===== src/rtl/core/hacs_pkg.sv =====
// ----------------------------------------------------------------------------
// hacs_pkg
// Types, codes and reset values shared by the hatch actuator sequencer.
// ----------------------------------------------------------------------------
package hacs_pkg;

  localparam int CURRENT_BITS_DEF = 16;
  localparam int TIMER_BITS_DEF   = 16;

  localparam int OVER_LIMIT_RST   = 5000;
  localparam int UNDER_LIMIT_RST  = 200;
  localparam int SETTLE_TICKS_RST = 100;

  typedef enum logic [1:0] {
    OP_SAMPLE = 2'd0,
    OP_OPEN   = 2'd1,
    OP_CLOSE  = 2'd2,
    OP_STOP   = 2'd3
  } op_t;

  typedef enum logic [2:0] {
    ST_UNDET      = 3'd0,
    ST_OPENING    = 3'd1,
    ST_OPENED     = 3'd2,
    ST_CLOSING    = 3'd3,
    ST_CLOSED     = 3'd4,
    ST_OPEN_STOP  = 3'd5,
    ST_CLOSE_STOP = 3'd6
  } status_t;

  typedef enum logic [1:0] {
    STG_HORIZ = 2'd0,
    STG_HATCH = 2'd1,
    STG_BOTH  = 2'd2
  } stage_t;

  typedef enum logic [1:0] {
    CFG_OVER_LIMIT   = 2'd0,
    CFG_UNDER_LIMIT  = 2'd1,
    CFG_SETTLE_TICKS = 2'd2
  } cfg_idx_t;

  typedef struct packed {
    logic up;
    logic down;
    logic hatch;
  } drive_t;

  typedef struct packed {
    op_t         op;
    logic [15:0] current_ma;
  } in_beat_t;

  typedef struct packed {
    logic    drive_up;
    logic    drive_down;
    logic    hatch_enable;
    status_t move_status;
    stage_t  active_stage;
    logic    in_motion;
  } out_beat_t;

endpackage


===== src/rtl/core/hacs_cfg.sv =====
// ----------------------------------------------------------------------------
// hacs_cfg
// Configuration registers: current limits and settle time.
// ----------------------------------------------------------------------------
module hacs_cfg #(
  parameter int CURRENT_BITS = hacs_pkg::CURRENT_BITS_DEF,
  parameter int TIMER_BITS   = hacs_pkg::TIMER_BITS_DEF
) (
  input  logic                    clk,
  input  logic                    rst_n,
  input  logic                    wr_en,
  input  hacs_pkg::cfg_idx_t      wr_index,
  input  logic [15:0]             wr_data,
  output logic [CURRENT_BITS-1:0] over_limit,
  output logic [CURRENT_BITS-1:0] under_limit,
  output logic [TIMER_BITS-1:0]   settle_ticks
);
  import hacs_pkg::*;

  logic [CURRENT_BITS-1:0] over_r,  over_nxt;
  logic [CURRENT_BITS-1:0] under_r, under_nxt;
  logic [TIMER_BITS-1:0]   ticks_r, ticks_nxt;

  always_comb begin
    over_nxt  = over_r;
    under_nxt = under_r;
    ticks_nxt = ticks_r;
    if (wr_en) begin
      unique case (wr_index)
        CFG_OVER_LIMIT:   over_nxt  = CURRENT_BITS'(wr_data);
        CFG_UNDER_LIMIT:  under_nxt = CURRENT_BITS'(wr_data);
        CFG_SETTLE_TICKS: ticks_nxt = TIMER_BITS'(wr_data);
        default: ; // drop writes to unmapped indexes
      endcase
    end
  end

  always_ff @(posedge clk) begin
    if (!rst_n) begin
      over_r  <= CURRENT_BITS'(OVER_LIMIT_RST);
      under_r <= CURRENT_BITS'(UNDER_LIMIT_RST);
      ticks_r <= TIMER_BITS'(SETTLE_TICKS_RST);
    end else begin
      over_r  <= over_nxt;
      under_r <= under_nxt;
      ticks_r <= ticks_nxt;
    end
  end

  assign over_limit   = over_r;
  assign under_limit  = under_r;
  assign settle_ticks = ticks_r;

endmodule


===== src/rtl/core/hacs_core.sv =====
// ----------------------------------------------------------------------------
// hacs_core
// Move state, stage, settle timer and drive registers, with the
// combinational transition logic for one command or current sample.
// ----------------------------------------------------------------------------
module hacs_core #(
  parameter int CURRENT_BITS = hacs_pkg::CURRENT_BITS_DEF,
  parameter int TIMER_BITS   = hacs_pkg::TIMER_BITS_DEF
) (
  input  logic                    clk,
  input  logic                    rst_n,
  input  logic                    step_en,
  input  hacs_pkg::in_beat_t      beat,
  input  logic [CURRENT_BITS-1:0] over_limit,
  input  logic [CURRENT_BITS-1:0] under_limit,
  input  logic [TIMER_BITS-1:0]   settle_ticks,
  output hacs_pkg::out_beat_t     result
);
  import hacs_pkg::*;

  status_t                 status_r, status_nxt;
  stage_t                  stage_r,  stage_nxt;
  logic [TIMER_BITS-1:0]   count_r,  count_nxt;
  drive_t                  drive_r,  drive_nxt;

  logic [CURRENT_BITS-1:0] cur;
  logic                    expired;
  logic                    idle;
  logic                    moving;

  assign cur     = CURRENT_BITS'(beat.current_ma);
  assign expired = (count_r == '0);
  assign moving  = (status_r == ST_OPENING) || (status_r == ST_CLOSING);
  assign idle    = status_r inside {ST_OPENED, ST_CLOSED, ST_OPEN_STOP, ST_CLOSE_STOP};

  always_comb begin
    status_nxt = status_r;
    stage_nxt  = stage_r;
    count_nxt  = count_r;
    drive_nxt  = drive_r;
    unique case (beat.op)
      OP_SAMPLE: begin
        // judge with the count held before this tick, then decrement
        count_nxt = expired ? '0 : count_r - 1'b1;
        if (!idle && expired) begin
          if (cur > over_limit) begin
            if (status_r == ST_CLOSING) status_nxt = ST_CLOSE_STOP;
            else if (status_r == ST_OPENING) status_nxt = ST_OPEN_STOP;
            drive_nxt = '0;
          end else if (cur < under_limit && moving) begin
            if (stage_r == STG_HORIZ) begin
              // hand over to the hatch stage and restart settling
              count_nxt       = settle_ticks;
              drive_nxt.hatch = 1'b1;
              stage_nxt       = STG_HATCH;
            end else begin
              drive_nxt  = '0;
              status_nxt = (status_r == ST_CLOSING) ? ST_CLOSED : ST_OPENED;
            end
          end
        end
      end
      OP_OPEN: begin
        if (status_r != ST_OPENING && status_r != ST_OPENED) begin
          count_nxt  = settle_ticks;
          drive_nxt  = '{up: 1'b1, down: 1'b0, hatch: 1'b1};
          status_nxt = ST_OPENING;
          stage_nxt  = STG_BOTH;
        end
      end
      OP_CLOSE: begin
        if (status_r != ST_CLOSING && status_r != ST_CLOSED) begin
          count_nxt  = settle_ticks;
          drive_nxt  = '{up: 1'b0, down: 1'b1, hatch: 1'b0};
          status_nxt = ST_CLOSING;
          stage_nxt  = STG_HORIZ;
        end
      end
      OP_STOP: begin
        if (status_r == ST_CLOSING) status_nxt = ST_CLOSE_STOP;
        else if (status_r == ST_OPENING) status_nxt = ST_OPEN_STOP;
        drive_nxt = '0;
      end
      default: ;
    endcase
  end

  always_ff @(posedge clk) begin
    if (!rst_n) begin
      status_r <= ST_UNDET;
      stage_r  <= STG_HORIZ;
      count_r  <= '0;
      drive_r  <= '0;
    end else if (step_en) begin
      status_r <= status_nxt;
      stage_r  <= stage_nxt;
      count_r  <= count_nxt;
      drive_r  <= drive_nxt;
    end
  end

  always_comb begin
    result.drive_up     = drive_nxt.up;
    result.drive_down   = drive_nxt.down;
    result.hatch_enable = drive_nxt.hatch;
    result.move_status  = status_nxt;
    result.active_stage = stage_nxt;
    result.in_motion    = (status_nxt == ST_OPENING) || (status_nxt == ST_CLOSING);
  end

endmodule


===== src/rtl/core/hatch_actuator_current_sequencer_unit.sv =====
// ----------------------------------------------------------------------------
// hatch_actuator_current_sequencer_unit
// Two-stage hatch actuator sequencer driven by commands and current samples.
//
//   channel | ports                                   | dir | beat
//   --------+-----------------------------------------+-----+-----------------
//   in      | in_valid, in_stall, in_data             | in  | op, current_ma
//   out     | out_valid, out_stall, out_data          | out | drives, status
//   cfg     | cfg_valid, cfg_ready, cfg_index, cfg_wdata | in | limits, ticks
//
// One beat per cycle sustained while out_stall is low; a beat passes through the
// input register, then the transition logic into the result register. The only
// loop is the registered state update in hacs_core. Reset is synchronous, active
// low, and clears move state, timer, drives and the limits to their defaults.
// A stalled result holds in the output register; an empty input register still
// takes one more beat before in_stall rises. cfg_ready is always high.
// ----------------------------------------------------------------------------
module hatch_actuator_current_sequencer_unit #(
  parameter int CURRENT_BITS = hacs_pkg::CURRENT_BITS_DEF,
  parameter int TIMER_BITS   = hacs_pkg::TIMER_BITS_DEF
) (
  input  logic                clk,
  input  logic                rst_n,
  input  logic                in_valid,
  output logic                in_stall,
  input  hacs_pkg::in_beat_t  in_data,
  output logic                out_valid,
  input  logic                out_stall,
  output hacs_pkg::out_beat_t out_data,
  input  logic                cfg_valid,
  output logic                cfg_ready,
  input  hacs_pkg::cfg_idx_t  cfg_index,
  input  logic [15:0]         cfg_wdata
);
  import hacs_pkg::*;

  logic                    in_valid_r, in_valid_nxt;
  in_beat_t                in_beat_r;
  logic                    out_valid_r, out_valid_nxt;
  out_beat_t               out_beat_r;
  out_beat_t               result;
  logic                    in_take;
  logic                    out_load;
  logic                    advance;
  logic [CURRENT_BITS-1:0] over_limit;
  logic [CURRENT_BITS-1:0] under_limit;
  logic [TIMER_BITS-1:0]   settle_ticks;

  assign cfg_ready = 1'b1;

  hacs_cfg #(
    .CURRENT_BITS(CURRENT_BITS),
    .TIMER_BITS  (TIMER_BITS)
  ) u_cfg (
    .clk         (clk),
    .rst_n       (rst_n),
    .wr_en       (cfg_valid && cfg_ready),
    .wr_index    (cfg_index),
    .wr_data     (cfg_wdata),
    .over_limit  (over_limit),
    .under_limit (under_limit),
    .settle_ticks(settle_ticks)
  );

  // result register frees up when empty or being drained
  assign out_load = !out_valid_r || !out_stall;
  assign advance  = in_valid_r && out_load;
  assign in_stall = in_valid_r && !out_load;
  assign in_take  = in_valid && !in_stall;

  hacs_core #(
    .CURRENT_BITS(CURRENT_BITS),
    .TIMER_BITS  (TIMER_BITS)
  ) u_core (
    .clk         (clk),
    .rst_n       (rst_n),
    .step_en     (advance),
    .beat        (in_beat_r),
    .over_limit  (over_limit),
    .under_limit (under_limit),
    .settle_ticks(settle_ticks),
    .result      (result)
  );

  always_comb begin
    in_valid_nxt = in_valid_r;
    if (in_take) in_valid_nxt = 1'b1;
    else if (advance) in_valid_nxt = 1'b0;
    out_valid_nxt = out_load ? advance : out_valid_r;
  end

  always_ff @(posedge clk) begin
    if (!rst_n) begin
      in_valid_r  <= 1'b0;
      out_valid_r <= 1'b0;
    end else begin
      in_valid_r  <= in_valid_nxt;
      out_valid_r <= out_valid_nxt;
    end
  end

  always_ff @(posedge clk) begin
    if (in_take) in_beat_r <= in_data;
    if (advance) out_beat_r <= result;
  end

  assign out_valid = out_valid_r;
  assign out_data  = out_beat_r;

  // a beat that leaves the input register lands in the result register
  a_advance_lands: assert property (@(posedge clk) disable iff (!rst_n)
    advance |=> out_valid)
    else $error("advanced beat did not reach the result register");

  // input register is never stalled while the result side can load
  a_stall_cause: assert property (@(posedge clk) disable iff (!rst_n)
    in_stall |-> (in_valid_r && out_valid_r && out_stall))
    else $error("input stalled without a blocked result");

  // in_motion follows the reported status
  a_motion_flag: assert property (@(posedge clk) disable iff (!rst_n)
    out_valid |-> (out_data.in_motion ==
      ((out_data.move_status == ST_OPENING) || (out_data.move_status == ST_CLOSING))))
    else $error("in_motion disagrees with move_status");

  // a finished or stopped move leaves every drive off
  a_rest_drives_off: assert property (@(posedge clk) disable iff (!rst_n)
    (out_valid && (out_data.move_status == ST_OPENED ||
                   out_data.move_status == ST_CLOSED ||
                   out_data.move_status == ST_OPEN_STOP ||
                   out_data.move_status == ST_CLOSE_STOP))
    |-> !(out_data.drive_up || out_data.drive_down || out_data.hatch_enable))
    else $error("drive active while the hatch is at rest");

endmodule

===== config.mk =====
export PLATFORM = sky130hd
export DESIGN_NAME = hatch_actuator_current_sequencer_unit
export DESIGN_NICKNAME = d
export VERILOG_FILES = /design/src/rtl/core/hacs_pkg.sv /design/src/rtl/core/hacs_cfg.sv /design/src/rtl/core/hacs_core.sv /design/src/rtl/core/hatch_actuator_current_sequencer_unit.sv
export SDC_FILE = /design/constraint.sdc
export NUM_CORES = 1
export LEC_CHECK = 0
export BUFFER_PORTS_ARGS = -buffer_cell sky130_fd_sc_hd__buf_2
export CAP_MARGIN = 20
export CORE_UTILIZATION = 55
export DETAILED_ROUTE_END_ITERATION = 10
export GPL_TIMING_DRIVEN = 0
export HOLD_SLACK_MARGIN = 0.05
export PLACE_DENSITY = 0.81
export SLEW_MARGIN = 20
export SYNTH_ARGS = -nofsm -noshare
export SYNTH_HDL_FRONTEND = slang
export SYNTH_HIERARCHICAL = 1
export SYNTH_SLANG_ARGS = --single-unit

===== constraint.sdc =====
create_clock -name clk -period 3.45 [get_ports clk]
set_clock_uncertainty 0.1 [all_clocks]
set_input_delay 0.5175 -clock clk [delete_from_list [all_inputs] [get_ports clk]]
set_output_delay 0.5175 -clock clk [all_outputs]
set_load 0.05 [all_outputs]

### After elaboration in Yosys (flattened, before gate mapping)

Index checks and enable logic that the tools add are counted.
Widths: inputs -> output; s select.

| storage, ports and cells | value |
|---|---|
| register bits after elaboration | 101 |
| input port bits | 41 |
| output and inout bits | 12 |
| word-level logic and storage cells | 102 |

| cells by class | value |
|---|---|
| add/subtract/negate cells | 1 |
| order comparisons | 2 |
| equal/unequal tests | 19 |
| mux-type cells | 35 |
| reduce and logical (&&, ||, !) cells | 26 |

Operators by type and width:

| operator | count |
|---|---|
| $mux 16 | 7 |
| $pmux 16 s3 | 1 |
| $mux 3 | 14 |
| $pmux 3 s4 | 2 |
| $gt 16x16->1 | 1 |
| $logic_not 16->1 | 1 |
| $lt 16x16->1 | 1 |
| $sub 16x1->16 const B | 1 |
| $mux 2 | 7 |
| $eq 3x2->1 const B | 3 |
| $eq 3x3->1 const B | 3 |
| $logic_and 1x1->1 | 7 |
| $eq 2x2->1 const B | 3 |
| $eq 3x1->1 const B | 2 |
| $logic_not 2->1 | 3 |
| $ne 3x2->1 const B | 2 |
| $pmux 2 s3 | 1 |
| $reduce_and 2->1 | 3 |
| $logic_not 1->1 | 5 |
| $eq 2x1->1 const B | 2 |
| $ne 2x1->1 const B | 2 |
| $reduce_and 4->1 | 1 |
| $reduce_bool 4->1 | 1 |
| $logic_or 1x1->1 | 3 |
| 5 further kinds | 7 |

### Logic depth before layout (Yosys ltp)

Gate-level depths: netlist of run 1.

| logic depth | value |
|---|---|
| word-level depth | 9 |
| depth in mapped cells | 11 |
| gate-level depth less buffers | 9 |

### Modules after synthesis

The synthesis of run 1 kept the hierarchy.

Modules (own cells, without submodules):

| module | times used | cells an instance | area an instance (µm²) | sequential area each (µm²) |
|---|---|---|---|---|
| hacs_core | 1 | 381 | 2857.7 | 480.5 |
| hacs_cfg | 1 | 185 | 1884.3 | 960.9 |
| hatch_actuator_current_sequencer_unit | 1 | 37 | 905.9 | 850.8 |

### Worst setup path after synthesis of run 1

OpenSTA, ideal clock, no wires.

| timing path | value |
|---|---|
| path type | reg-to-reg |
| start point | reg out_valid_r (netlist: out_valid) |
| end point | reg u_core.count_r[2] |
| setup time | 0.120 ns |
| data arrival time | 2.737 ns |
| required time | 3.230 ns |
| setup slack | 0.493 ns |
| cell stages (with the launch flop) | 8 |
| buffers on the path | 1 |
| period minus slack after synthesis | 2.957 ns |
| path through | dfxtp_1 > a21boi_0 > inv_1 > nor2_1 > clkbuf_1 > o21ai_0 > a211oi_1 > nor2_1 |

| on the way | value |
|---|---|
| longest elaborated chain between the ends | 4 |

RTL lines:

| element | line | source |
|---|---|---|
| start: declaration | hatch_actuator_current_sequencer_unit.sv:39 | `logic out_valid_r, out_valid_nxt;` |
| start signal: assignment | hatch_actuator_current_sequencer_unit.sv:98 | `out_valid_r <= out_valid_nxt;` |
| $logic_not 1->1 | hatch_actuator_current_sequencer_unit.sv:66 | `assign out_load = !out_valid_r \|\| !out_stall;` |
| $logic_or 1x1->1 | hatch_actuator_current_sequencer_unit.sv:66 |  |
| $logic_and 1x1->1 | hatch_actuator_current_sequencer_unit.sv:67 | `assign advance = in_valid_r && out_load;` |
| via advance | hatch_actuator_current_sequencer_unit.sv:44 | `logic advance;` |
| $reduce_and 4->1 (no line) | n/a |  |
| end signal: assignment | hacs_core.sv:97 | `count_r <= count_nxt;` |
| end: declaration | hacs_core.sv:23 | `logic [TIMER_BITS-1:0] count_r, count_nxt;` |

The timed path passes the listed nets, and every way through them passes these cells.
A chain may end at the register's enable or synchronous reset.

==> results of run 1 <==
[metal layers]
metal / vias up / GRT usage (%) / share of wire [%]
met5: - / 0 / 0
met4: 0 / 13.9 / 3.2
met3: 45 / 3.97 / 5.9
met2: 182 / 47.6 / 50
met1: 2251 / 31.1 / 40
li1: 2251 / - / -
[synthesized netlist by cell type, types with 9 or more instances]
master    instances  area share (%)
a211oi_1         11             1.5
a21oi_1          38             3.4
buf_2             9            0.80
clkbuf_1         15             1.0
dfxtp_1          74              26
edfxtp_1         27              14
ha_1             37             8.2
inv_1            47             3.1
mux2i_1          44             7.8
nand2_1          81             5.4
nand3_1          16             1.4
nor2_1           31             2.1
nor2b_1          13             1.4
nor3_1           11            0.97
o21ai_0          31             2.7
[worst max-delay path: stages (launching register included)]
cell and delay, ns:
edfxtp_1 0.42, ha_1 0.31, and3_2 0.23, a221o_2 0.42, a2111oi_2 0.40, o21ai_1 0.16
a2111oi_1 0.45, nor3_1 0.13, and2_1 0.18
[per-stage QoR]
stage,TNS [ns],instances
floorplan,0,603
detailed placement,0,788
global route,0,804
CTS,0,804
global placement,-4.60,787
finish,0,804
[path summary, 6_finish.rpt]
check	end	slack, ns
worst max register to register	out_data[5]$_DFFE_PP_	0.42
worst min-delay path	in_beat_r[16]$_DFFE_PP_	0.22
worst max-delay path	out_data[5]$_DFFE_PP_	0.42
worst min register to register	u_cfg/over_limit[2]$_SDFFE_PN0P_	0.37
[cell families after synthesis]
logic type               after synthesis
XOR/XNOR                              12
adder cells (fa/ha/maj)               37
buffers and inverters                 80
flip-flops                           101
multiplexers                          46
AO/OA/AOI/OAI                        131
AND/OR/NAND/NOR                      195
other                                  1
[final cells by class]
type                    count  area, um2
plain buffers              33        196
clock buffers              10        128
clock inverters             6       62.6
fillers                   789       3590
inverters                  47        176
multi-input cells         422       2990
flip-flops and latches    101       2290
well taps                 133        166
repair buffers             52        267
[placed cells by master, fill, tap and decap left out, types with 12 or more instances in the layout]
cell      count
o21ai_0      31
edfxtp_1     27
nand3_1      16
buf_2        60
nor2b_1      12
inv_1        47
a21oi_1      38
clkbuf_1     16
nand2_1      81
ha_1         37
nor2_1       31
mux2i_1      44
dfxtp_1      74
[registers in the layout, indices dropped and copies added (netlist names)]
register,count
u_core/stage_r,2
out_data,9
u_cfg/over_limit,16
u_core/status_r,3
out_valid,1
u_core/drive_r,3
in_beat_r,18
u_cfg/under_limit,16
in_valid_r,1
u_cfg/settle_ticks,16
u_core/count_r,16
[power by group through the flow]
stage | clock, mW | combinational (mW) | sequential, mW
4_1_cts | 0.753 | 0.549 | 1.33
3_3_place_gp | 0 | 0.520 | 1.35
3_5_place_dp | 0 | 0.544 | 1.35
2_1_floorplan | 0 | 0.380 | 1.36
6_report | 0.738 | 0.557 | 1.33
5_1_grt | 0.795 | 0.605 | 1.33
==> flow_summary_export.csv, run 1 <==
group,metric,value,unit
synthesis,syn_nets,681,
sta,rsz0062_at_grt,"false",
power_and_ir_drop,power.switching,0.787,mW
floorplan,rows,36,
floorplan,die-area,0.0107,mm2
critical_path,critical_path_arrival,3.06,ns
drt,routed_wl,13600,um
synthesis,async_flop_share,0,%
grt,grt_usage,26.7,%
floorplan,coreArea,0.00986,mm2
cts,clockRootBuffer,"clkbuf_8",
drt,vias_per_cell,5.88,
cts,cts_tree,"built",
synthesis,synth_edf_count,27,
drt,wl_per_cell,16.9,um
power_and_ir_drop,power_frac_seq,50.6,%
cts,clk_latency,0.36,ns
critical_path,crit_required,3.48,ns
floorplan,die_w,103,um
sta,setup_viol_count_final,0,
synthesis,synth_cells,603,
layout,syn_to_final_growth,11.1,%
cts,post_cts_resized,0,
layout,final_core_util,63.6,%
synthesis,synthAdderAreaFrac,8.20,%
sta,drv_slew,0,
synthesis,synthMuxAreaShare,8.26,%
synthesis,syn-cell-area,0.00565,mm2
critical_path,ff2ff_path_depth,8,
floorplan,start_util,57.3,%
drt,drt_first_pass_iters,5,
sta,relSlewSlack,50.1,%
grt,grt_max_degree,17,
sta,worstMarginPinSlew,0.745,ns
sta,whs,0.220,ns
hold_path,worstHoldPathType,"primary input to flop",
drt,num_vias,4729,
cts,postCtsSetupBuffers,0,
hold_path,min_path_cells,1,
synthesis,yosys_warnings,6,
power_and_ir_drop,pwr-share-comb,21.2,%
grt,grt_pass1_wl,21500,um
sta,min_period,3.03,ns
cts,ctsLongestPathBuffers,2,
cts,clkTransAtPathRegs,0.10,ns
power_and_ir_drop,p_total,2.62,mW
power_and_ir_drop,switching_share,30.0,%
power_and_ir_drop,peakVddDrop,0.000204,V
sta,final-hold-violation-count,0,
power_and_ir_drop,cellLeakagePower,2.69,nW
place,pre_cts_ws,0.478,ns
layout,layout.nets,744,
cts,cts.sinks,101,
sta,fin_ws,0.419,ns
place,portBuffers,51,
layout,drive_above_1_share,18.8,%
grt,overflow,0,
power_and_ir_drop,power.density,418,mW/mm2
sta,max_freq,330,MHz
critical_path,crit_type,"flop to flop",
synthesis,synth_top_family_by_area,"simple AND/OR/NAND/NOR gates",
sta,min_period_over_period,87.8,%
drt,drtIter0Drc,223,
floorplan,pin_count,53,
synthesis,synthDistinctLibCells,79,
critical_path,worstReg2RegStart,"in_beat_r[11]$_DFFE_PP_",
power_and_ir_drop,pwr-share-clk,28.1,%
place,place_congestion,0.898,
power_and_ir_drop,internal-power,1.84,mW
synthesis,synthXorXnorAreaFrac,1.86,%
grt,first_global_vias,4711,
hold_path,worstHoldStart,"in_data[16]",
cts,hold_buffers,0,
synthesis,yosys.area_share.simple,18.2,%
critical_path,startpoint_type,"flop",
synthesis,syn_area_per_cell,9.37,um2
run,drv_cap,0,
critical_path,critPathMaxFanout,2,
synthesis,ys_ff_latch,101,
layout,n_antenna_cell,0,
drt,ant_nets,0,
drt,drcViolationCount,0,
floorplan,die_h,103,um
critical_path,critPathLaunch,"in_beat_r[11]$_DFFE_PP_",
cts,cts_buffers,9,
cts,htreeDepth,3,
critical_path,end_kind,"flop",
place,hpwl,10300,um
synthesis,synth-main-ff-cell,"dfxtp_1",
grt,antenna_found_initial,0,
synthesis,synth-compound-area-share,16.3,%
place,placed_cell_area,0.00609,mm2
synthesis,synth-seq-area-share,40.6,%
layout,design_area,0.00628,mm2
outcome,outcome,"complete, no violations",
Note: power is estimated with default switching activity, not from simulation.
==> run 2: changes to the inputs <==
--- a/config.mk
+++ b/config.mk
@@ -7,11 +7,13 @@
 export LEC_CHECK = 0
 export BUFFER_PORTS_ARGS = -buffer_cell sky130_fd_sc_hd__buf_2
 export CAP_MARGIN = 20
+export CORE_MARGIN = 1.5
 export CORE_UTILIZATION = 55
 export DETAILED_ROUTE_END_ITERATION = 10
 export GPL_TIMING_DRIVEN = 0
 export HOLD_SLACK_MARGIN = 0.05
 export PLACE_DENSITY = 0.81
+export REMOVE_ABC_BUFFERS = 1
 export SLEW_MARGIN = 20
 export SYNTH_ARGS = -nofsm -noshare
 export SYNTH_HDL_FRONTEND = slang
==> run 2 against run 1 <==
Effect of this change: non-clock buffer count decreased by 31; global-route usage decreased by 3.2 points; first-iteration DRC count increased by 22%; clock-buffer cell count increased by 3; highest routed layer unchanged.
==> flow_summary_export.csv, run 2 (synthesis results as in run 1) <==
group,metric,value,unit
critical_path,critical-path-max-stage-delay,0.56,ns
drt,ant_nets,0,
cts,htreeDepth,3,
drt,drcViolationCount,0,
critical_path,r2r_slack,0.35,ns
cts,post_cts_resized,0,
grt,overflow,0,
cts,cts_buffers,9,
power_and_ir_drop,peakVddDrop,0.000274,V
critical_path,cp_slowest_cell,"a21oi_4",
critical_path,end_kind,"flop",
power_and_ir_drop,pwr-share-clk,28.2,%
floorplan,pin_count,53,
power_and_ir_drop,cellLeakagePower,2.61,nW
sta,final-hold-violation-count,0,
grt,grt_usage,23.4,%
sta,setup_viol_count_final,0,
drt,met3_length,557,um
cts,clk_latency,0.38,ns
cts,ctsLongestPathBuffers,2,
layout,final_common_cell,"nand2_1",
power_and_ir_drop,internal-power,1.83,mW
outcome,outcome,"complete, no violations",
floorplan,die-area,0.0109,mm2
sta,min_period,3.10,ns
drt,highest_layer,"met4",
power_and_ir_drop,switching_share,29.2,%
critical_path,crit_required,3.63,ns
layout,layout.nets,713,
power_and_ir_drop,p_total,2.58,mW
sta,max_freq,322,MHz
layout,drive_above_1_share,17.4,%
run,drv_cap,0,
floorplan,die_w,104,um
floorplan,die_h,104,um
place,place_congestion,0.914,
grt,antenna_found_initial,0,
critical_path,crit_type,"flop to flop",
critical_path,startpoint_type,"flop",
power_and_ir_drop,power.density,421,mW/mm2
power_and_ir_drop,power_frac_seq,51.7,%
place,portBuffers,51,
critical_path,path_cells,"ha_1 > nand4_1 > nor2_1 > or3_1 > a2111o_1 > a21oi_4 > a31oi_1 > a2111oi_2",
cts,postCtsSetupBuffers,0,
cts,clkTransAtPathRegs,0.10,ns
power_and_ir_drop,pwr-share-comb,20.1,%
floorplan,rows,36,
cts,cts.sinks,101,
sta,worstMarginPinSlew,0.869,ns
sta,drv_slew,0,
place,hpwl,8640,um
hold_path,worstHoldPathType,"primary input to flop",
critical_path,critPathMaxFanout,20,
drt,routed_wl,12200,um
place,place_inst,756,
drt,met1_length,5470,um
grt,grt_pass1_wl,20600,um
grt,grt_max_degree,91,
cts,cts_tree,"built",
floorplan,start_util,57.3,%
drt,vias_per_cell,5.81,
grt,first_global_vias,4345,
sta,min_period_over_period,90.0,%
layout,top_register,"in_beat_r",
layout,mostFrequentLayoutCells,"nand2_1 (81), dfxtp_1 (74), buf_2 (50), inv_1 (47), mux2i_1 (44)",
drt,wl_per_cell,15.8,um
layout,syn_to_final_growth,8.42,%
layout,fin_cells,771,
drt,drt_first_pass_iters,4,
cts,hold_buffers,0,
sta,rsz0062_at_grt,"false",
sta,relSlewSlack,42.1,%
cts,clockRootBuffer,"clkbuf_8",
sta,whs,0.217,ns
layout,largest_reg_flops,18,
drt,drtIter0Drc,272,
power_and_ir_drop,power.switching,0.753,mW
drt,num_vias,4480,
drt,wl_met2,5890,um
layout,n_antenna_cell,0,
floorplan,coreArea,0.00986,mm2
critical_path,critical_path_arrival,3.28,ns
[run 2: critical path: cells and delay by family (launching register included)]
kind / cells / cell delay (ns)
AO/OA/AOI/OAI: 4 / 1.56
AND/OR/NAND/NOR: 3 / 0.60
flip-flops: 1 / 0.42
adder cells (fa/ha/maj): 1 / 0.32
[run 2: worst paths after layout]
path / startpoint / end / cells after the start
worst min register to register: u_cfg/over_limit[5]$_SDFFE_PN0P_ / u_cfg/over_limit[5]$_SDFFE_PN0P_ / 2
worst max register to register: in_beat_r[13]$_DFFE_PP_ / u_core/stage_r[0]$_SDFFE_PN0P_ / 8
worst min-delay path: in_data[7] / in_beat_r[7]$_DFFE_PP_ / 1
worst max-delay path: in_beat_r[13]$_DFFE_PP_ / u_core/stage_r[0]$_SDFFE_PN0P_ / 8
[run 2: layout make-up]
class                      instances  area, um2
inverter                          47        176
sequential                       101       2290
fill                             783       3740
clock inverter                     1       5.00
clock buffer                      13        180
multi-input combinational        422       3010
tap                              133        166
timing repair buffer              54        295
[run 2: stage by stage]
stage	instance area [um2]	setup TNS (ns)	utilization, %	setup WS, ns
2_1_floorplan	5450	-3.71	-	-0.434
3_3_place_gp	5870	-25.71	59.5	-1.73
3_5_place_dp	5920	0	60.0	0.0859
4_1_cts	6100	0	61.9	0.0680
5_1_grt	6120	0	62.1	0.154
6_report	6120	0	62.1	0.346
[run 2: power by group through the flow]
stage / clock network [mW] / logic (mW) / registers (mW)
5_1_grt: 0.781 / 0.573 / 1.34
6_report: 0.727 / 0.520 / 1.33
3_3_place_gp: 0 / 0.485 / 1.35
3_5_place_dp: 0 / 0.507 / 1.36
4_1_cts: 0.734 / 0.512 / 1.33
2_1_floorplan: 0 / 0.350 / 1.37
[run 2: per-layer routing]
layer	global-route usage [%]	vias up
li1	-	2189
met1	29.8	2144
met5	0	-
met4	10.7	0
met3	4.07	24
met2	38.8	123
